==> src/assert_macros.svh <==
// Assertion helpers shared by the RTL
`ifndef ASSERT_MACROS_SVH
`define ASSERT_MACROS_SVH

// Assert that a property holds on every clock edge outside reset
`define ASSERT_CLK(lbl, clk, rst_n, prop) \
	lbl: assert property (@(posedge clk) disable iff (!rst_n) (prop)) \
		else $error("assertion failed");

// Assert that an antecedent implies a consequent in the next cycle
`define ASSERT_NEXT(lbl, clk, rst_n, ante, cons) \
	lbl: assert property (@(posedge clk) disable iff (!rst_n) (ante) |=> (cons)) \
		else $error("assertion failed");

`endif

==> src/ncpu_ram.sv <==
module ncpu_ram #(
	parameter int unsigned WIDTH = 4,
	parameter int unsigned DEPTH = 256
) (
	input  logic                     clk,
	input  logic                     we,
	input  logic [$clog2(DEPTH)-1:0] waddr,
	input  logic [WIDTH-1:0]         wdata,
	input  logic [$clog2(DEPTH)-1:0] raddr,
	output logic [WIDTH-1:0]         rdata
);
	logic [WIDTH-1:0] mem [DEPTH];

	// write port and registered read port
	always_ff @(posedge clk) begin
		if (we)
			mem[waddr] <= wdata;
		rdata <= mem[raddr];
	end
endmodule

==> config.mk <==
export PLATFORM = sky130hd
export DESIGN_NAME = ncpu_ram
export DESIGN_NICKNAME = d
export VERILOG_FILES = /design/src/assert_macros.svh /design/src/ncpu_ram.sv
export SDC_FILE = /design/constraint.sdc
export NUM_CORES = 1
export LEC_CHECK = 0
export BUFFER_PORTS_ARGS = -buffer_cell sky130_fd_sc_hd__buf_4
export CELL_PAD_IN_SITES_DETAIL_PLACEMENT = 1
export CELL_PAD_IN_SITES_GLOBAL_PLACEMENT = 2
export CORE_ASPECT_RATIO = 1.75
export CORE_UTILIZATION = 54
export CTS_CLUSTER_DIAMETER = 100
export DETAILED_ROUTE_END_ITERATION = 8
export PLACE_DENSITY_LB_ADDON = 0.1
export REMOVE_ABC_BUFFERS = 1
export SETUP_SLACK_MARGIN = 0.02
export SLEW_MARGIN = 20
export SYNTH_ARGS = -nofsm -noshare
export SYNTH_HDL_FRONTEND = slang
export SYNTH_SLANG_ARGS = --single-unit
==> constraint.sdc <==
create_clock -name clk -period 6 [get_ports clk]
set_input_delay 1.2 -clock clk [delete_from_list [all_inputs] [get_ports clk]]
set_output_delay 1.2 -clock clk [all_outputs]
set_load 0.005 [all_outputs]
==> metrics.md, run 1 <==
| Metric | Value |
|---|---|
| # IOs | `26` |
| Crit path DAT | `4.67 ns` |
| CP max FO | `64` |
| DRC | `0` |
| Min Tclk post-route | `4.14 ns` |
| Non-Filler Instances | `3088` |
| Post-DP HPWL | `65800 um` |
| Synthesis warning total | `0` |
| Fin crit share | `69.0%` |
| R2r startpoint | `mem[163][2]` |
| Core Util, Final | `60.2%` |
| Worst reg2reg endpoint | `rdata[2]` |
| CP Launch Type | `input port` |
| Asr flop ratio synth | `0%` |
| Post-synth top cells | `1024 x edfxtp_1, 275 x nor2_1, 250 x mux4_2, 68 x clkbuf_1, 65 x mux2i_1` |
| CTS tree | `built` |
| Synth Cell Area | `40700 sq um` |
| Hold depth | `5` |
| Hold bufs inserted after CTS | `0` |
| Starting density of the core | `54.7%` |
| Hold Crit Class | `reg2reg` |
| Via-to-Cell Ratio | `6.43` |
| Clock Tree Root | `clkbuf_16` |
| Core area | `74300 sq um` |
| WL per Instance | `33.8 um` |
| Worst Path Buf+Inv | `2` |
| Setup crit end kind | `flop` |
| Hold path start | `mem[244][0]` |
| Number of enable flip-flop cells after synthesis | `1024` |
| Critical path cell sequence | `buf_8 > buf_4 > mux4_2 > mux4_2 > nor3b_1 > nor4_1 > o211ai_1` |
| Avg Cell Area, Syn | `19.8 sq um` |
| Chip height | `365 um` |
| Slowest stage delay, CP | `0.87 ns` |
| FF-to-FF path depth | `6` |
| Share of layout cells above drive strength 1 | `21.6%` |
| Via count | `19900` |
| RSZ-0062 raised after global routing | `no` |
| Initial antenna violation count | `0` |
| GRT Total Usage | `28.1%` |
| Clk_lat worst skew | `0.69 ns` |
| Post-synthesis register bit count | `1028` |
| Nets | `2099` |
| Max Cap Viol | `0` |
| R2r setup slk | `3.11 ns` |
| DRT Pass-1 Iters | `5` |
| Outcome | `finished clean` |
| Max Fclk | `242 MHz` |
| Largest cells by area after synthesis | `edfxtp_1 76%, mux4_2 14%, nor2_1 2.5%, mux2i_1 1.6%, clkbuf_1 0.63%` |
| Row count | `132` |
| Number of global-route vias before repair | `21700` |
| Grt ovf | `0` |
| Initial DRC Count | `1735` |
| Total power | `14500 uW` |
| Antenna viol nets, final | `0` |
| Port Buffer Count | `25` |
| Placed cell area | `41800 sq um` |
| Ys flop type | `edfxtp_1` |
| Postcts setup bufs | `0` |
| Slowest-stage cell, CP | `nor4_1` |
| H-Tree Depth | `3` |
| Number of gates resized after CTS | `0` |
| Fillers | `6153` |
| Final Cell Area | `44700 sq um` |
| Sink Count | `1028` |
| Cell taking the most area after synthesis | `edfxtp_1` |
| Data required time of the critical path | `6.53 ns` |
| Sequential-to-total area share from yosys stat | `75.8%` |
| Post-synth cell types | `42` |
| Family with the most delay on the worst path | `buffers and inverters` |
| Pin count of the biggest net entering global routing | `161` |
| Power per cell area | `325 nW/um^2` |
| CTS Buffer Depth | `3` |
| Layout area overhead | `9.98%` |
| Slew @ Worst Pin | `1.07 ns` |
| First-pass GRT wire length | `150000 um` |
| P_leak | `0.0136 uW` |
| Die Area | `76500 sq um` |
| Die Wd | `209 um` |
| Post-synth top area share | `75.6%` |
| Critical Path Most Common Cell | `mux4_2` |
| Worst vdd ir | `0.000339 V` |
| Routed WL | `104000 um` |
| Worst Hold Path EP | `rdata[0]` |
| Sum Neg Setup Slack | `0 ns` |
| Post-synthesis instance total | `2051` |
| Setup Viol. Count Final | `0` |
| Final Slew Violations | `0` |
| Most common cell in the netlist | `edfxtp_1` |
| GPL Wtd Cong | `0.817` |
| CTS clock-pin slew for the worst setup and hold paths | `0.07 ns` |
| Placed cells | `2923` |
| TritonCTS buffer count | `90` |
| Final hold vios | `0` |
| Crit Path Class | `in2reg` |
| Slew headroom | `28.4%` |
| Clock Skews | `0.0280 ns` |
## stage by stage
step | worst slack (ns) | hold slack (ns)
floorplan | 3.15 | 0.719
global placement | 1.13 | 0.915
detailed placement | 1.02 | 0.936
CTS | 1.77 | 0.956
global route | 1.78 | 0.972
finish | 1.86 | 0.952
## flip-flops by register name, indices dropped and copies added (netlist names)
signal	cells
mem	1024
rdata	4
## layer usage
metal | up-vias | wire length, um | track usage, %
met2 | 609 | 57100 | 51.7
li1 | 8394 | - | -
met4 | 0 | 3920 | 11.4
met1 | 10700 | 38200 | 32.9
met3 | 171 | 5040 | 4.23
met5 | - | 0 | 0
## cell usage in the layout (no fill, tap or decap), drive strengths merged, types with 7 or more instances in the layout
master	count
a211oi	7
clkinv	39
nand2b	12
o211ai	13
edfxtp	1024
mux4	250
o21ai	16
nor2b	26
a221oi	8
a2111oi	7
clkbuf	102
nand4	15
inv	8
o22ai	10
mux2i	65
nor3	7
nand3	39
a21oi	13
buf	62
nor2	275
nand2	55
a22oi	32
o221ai	8
bufinv	11
## logic make-up after synthesis
group	synth area share, %
simple gates	4.73
compound gates	2.15
mux	15.6
flops	75.8
buf+inv	1.71
## final cells by class
type,count,area (sq um),area share (%)
flip-flops and latches,1028,30800,68.9
clock buffers,102,2320,5.18
well taps,938,1170,2.62
inverters,2,7.51,0.0168
multi-input cells,893,9200,20.6
diodes,1,2.50,0.00559
repair buffers,62,583,1.30
clock inverters,62,621,1.39
## power breakdown
| group | switching, uW | internal [uW] |
|---|---|---|
| clock | 2620 | 3270 |
| sequential | 12.2 | 7910 |
| combinational | 474 | 253 |
## worst reg2reg max path, delay by kind of cell, from the launching register on
kind,cells,cell delay (ns)
compound gates,3,0.85
flops,1,0.37
mux,1,0.47
simple gates,2,1.06
## worst max-delay path by stage
stage	from	endpoint	slack (ns)	cells past startpoint
CTS	raddr[0]	rdata[2]	1.77	7
global route	raddr[0]	rdata[2]	1.78	7
finish	raddr[0]	rdata[2]	1.86	7
detailed placement	raddr[0]	rdata[2]	1.02	7
floorplan	raddr[3]	rdata[2]	3.15	5
global placement	raddr[0]	rdata[0]	1.13	7
No activity file was read; power rests on OpenSTA's default activity.
==> run 2, diff against run 1 <==
CORE_UTILIZATION = 50   (was 54)
clock period = 4.13 ns   (was 6 ns; I/O delays follow)
==> metrics.md, run 2 (same netlist as run 1, synthesis figures left out) <==
| Metric | Value |
|---|---|
| Antenna viol nets, final | `0 (unchanged)` |
| Antenna diodes | `0 (-1)` |
| Share of layout cells above drive strength 1 | `22.4% (+0.81 points)` |
| Largest register FFs | `1024 (unchanged)` |
| RSZ-0062 raised after global routing | `no` |
| Setup Viol. Count Final | `0 (unchanged)` |
| Row count | `138 (+4.5%)` |
| Number of global-route vias before repair | `22200 (+2.2%)` |
| Max Cap Viol | `0 (unchanged)` |
| Crit Path Class | `in2reg` |
| GRT Total Usage | `26.9% (-1.2 points)` |
| Core area | `80600 sq um (+8.5%)` |
| Port Buffer Count | `25 (unchanged)` |
| Via-to-Cell Ratio | `6.18 (-3.9%)` |
| CP Launch Type | `input port` |
| GPL Wtd Cong | `0.814 (-0.32%)` |
| Fin crit share | `83.3%` |
| Routed WL | `108000 um (+3.4%)` |
| Clock Skews | `0.0167 ns (-0.0114 ns)` |
| Outcome | `finished clean` |
| Min Tclk post-route | `3.44 ns` |
| Hold Crit Class | `in2reg` |
| Final Slew Violations | `0 (unchanged)` |
| Final hold vios | `0 (unchanged)` |
| # IOs | `26 (unchanged)` |
| Starting density of the core | `50.4% (-4.3 points)` |
| Commonest non-fill, non-tap cells in the layout | `1024 x edfxtp_1, 275 x nor2_1, 250 x mux4_2` |
| Sum Neg Setup Slack | `0 ns (unchanged)` |
| Clock power share | `40.3% (-0.2 points)` |
| Initial antenna violation count | `2 (+2)` |
| Number of gates resized after CTS | `0 (unchanged)` |
| Initial DRC Count | `1587 (-8.5%)` |
| Final Cell Area | `45300 sq um (+1.2%)` |
| Chip height | `379 um (+3.9%)` |
| Grt ovf | `0 (unchanged)` |
| H-Tree Depth | `3 (unchanged)` |
| Flop pwr share | `54.5% (about the same)` |
| Comb power frac | `5.2% (+0.2 points)` |
| First-pass GRT wire length | `155000 um (+3.2%)` |
| Via count | `20000 (+0.92%)` |
| P_leak | `0.0139 uW (+1.8%)` |
| Hold bufs inserted after CTS | `0 (unchanged)` |
| Largest Register | `mem` |
| Slew headroom | `24.5% (-3.9 points)` |
| Sink Count | `1028 (unchanged)` |
| CTS Buffer Depth | `3 (unchanged)` |
| Most common cell after layout, fill and taps aside | `edfxtp_1` |
| Switch share | `21.1% (-0.27 points)` |
| DRC | `0 (unchanged)` |
| R2r setup slk | `1.25 ns (-1.86 ns)` |
| TritonCTS buffer count | `92 (+2.2%)` |
| Nets | `2144 (+2.1%)` |
| Power per cell area | `467 nW/um^2 (+44%)` |
| Slew @ Worst Pin | `1.13 ns (+0.0567 ns)` |
| Data required time of the critical path | `4.65 ns (-1.88 ns)` |
| Internal power | `16700 uW (+46%)` |
| Placed cell area | `42300 sq um (+1.3%)` |
| Die Area | `82500 sq um (+7.9%)` |
| Max Fclk | `291 MHz` |
| Largest registers | `mem: 1024 flops, rdata: 4 flops` |
| CTS tree | `built` |
| Layout area overhead | `11.3%` |
| CP max FO | `89 (+39%)` |
| Pin count of the biggest net entering global routing | `107 (-34%)` |
| Postcts setup bufs | `0 (unchanged)` |
| Sw Pwr | `4460 uW (+43%)` |
| Clk_lat worst skew | `0.69 ns (about the same)` |
| DRT Pass-1 Iters | `7 (+2)` |
| Die Wd | `218 um (+3.9%)` |
| Worst vdd ir | `0.000375 V (+11%)` |
| Slowest stage delay, CP | `0.94 ns (+0.07 ns)` |
| Crit path DAT | `3.96 ns (-0.71 ns)` |
| Critical path cell sequence | `buf_8 > nor2b_1 > a22oi_1 > a31oi_1 > o21ai_0 > nor4_1 > buf_4 > o211ai_1` |
| Core Util, Final | `56.1% (-4.0 points)` |
| Setup crit end kind | `flop` |
| Post-DP HPWL | `69900 um (+6.2%)` |
| WL per Instance | `33.2 um (-1.5%)` |
| Clock Tree Root | `clkbuf_16` |
| CTS clock-pin slew for the worst setup and hold paths | `0.06 ns (about the same)` |
| Slowest-stage cell, CP | `nor4_1` |
-- run 2: cell types whose count changed in the layout (fill, tap and decap cells not counted), moves of 3 or more --
cell and delta:
buf_4 +34, clkbuf_1 +13, buf_12 +9, nand3_1 +8, nand3_2 -8, clkbuf_8 +7
clkinv_2 -6, clkinv_1 -5, clkinvlp_4 -5, bufinv_16 -4, clkbuf_16 +4, inv_6 -3
-- run 2: path summary, 6_finish.rpt --
path,startpoint,to,cells past startpoint
min reg2reg,mem[68][2],rdata[2],6
min,wdata[3],mem[76][3],1
max reg2reg,mem[163][0],rdata[0],8
max,raddr[1],rdata[0],8
-- run 2: final cells by class --
cell class	count	area (sq um)
fill	6915	35400
sequential	1028	30800
multi-input combinational	893	9150
clock buffer	126	2560
tap	1050	1310
timing repair buffer	105	1020
clock inverter	38	383
inverter	2	7.51
-- run 2: critical path: cells and delay by family --
kind                   cells  cell delay (ns)
AOI/OAI and AO/OA          4             0.66
buffers and inverters      2             0.69
and+or+nand+nor            2             1.45
-- run 2: power groups by stage --
stage	Combinational (uW)	Clock [uW]	Sequential, uW
2_1_floorplan	433	0	11700
3_3_place_gp	1090	0	11700
3_5_place_dp	1120	0	11700
4_1_cts	1120	8650	11500
5_1_grt	1170	8940	11500
6_report	1110	8510	11500
-- run 2: per-layer routing --
metal  GRT usage (%)  up-vias  part of all wire [%]
met3            3.35      170                   4.2
met5               0        -                     0
met1            30.8    10800                    36
met2            49.9      554                    55
met4            12.0        0                   4.3
li1                -     8483                     -
-- run 2: metrics by stage --
step                std cells  power [uW]  hold WS [ns]  worst slack [ns]
floorplan                1923       12200         0.719              1.66
global placement         3078       12800         0.959           0.00503
detailed placement       3078       12900         0.977           0.00266
CTS                      3242       21300         0.714             0.717
global route             3242       21600         0.720             0.639
finish                   3242       21100         0.695             0.691
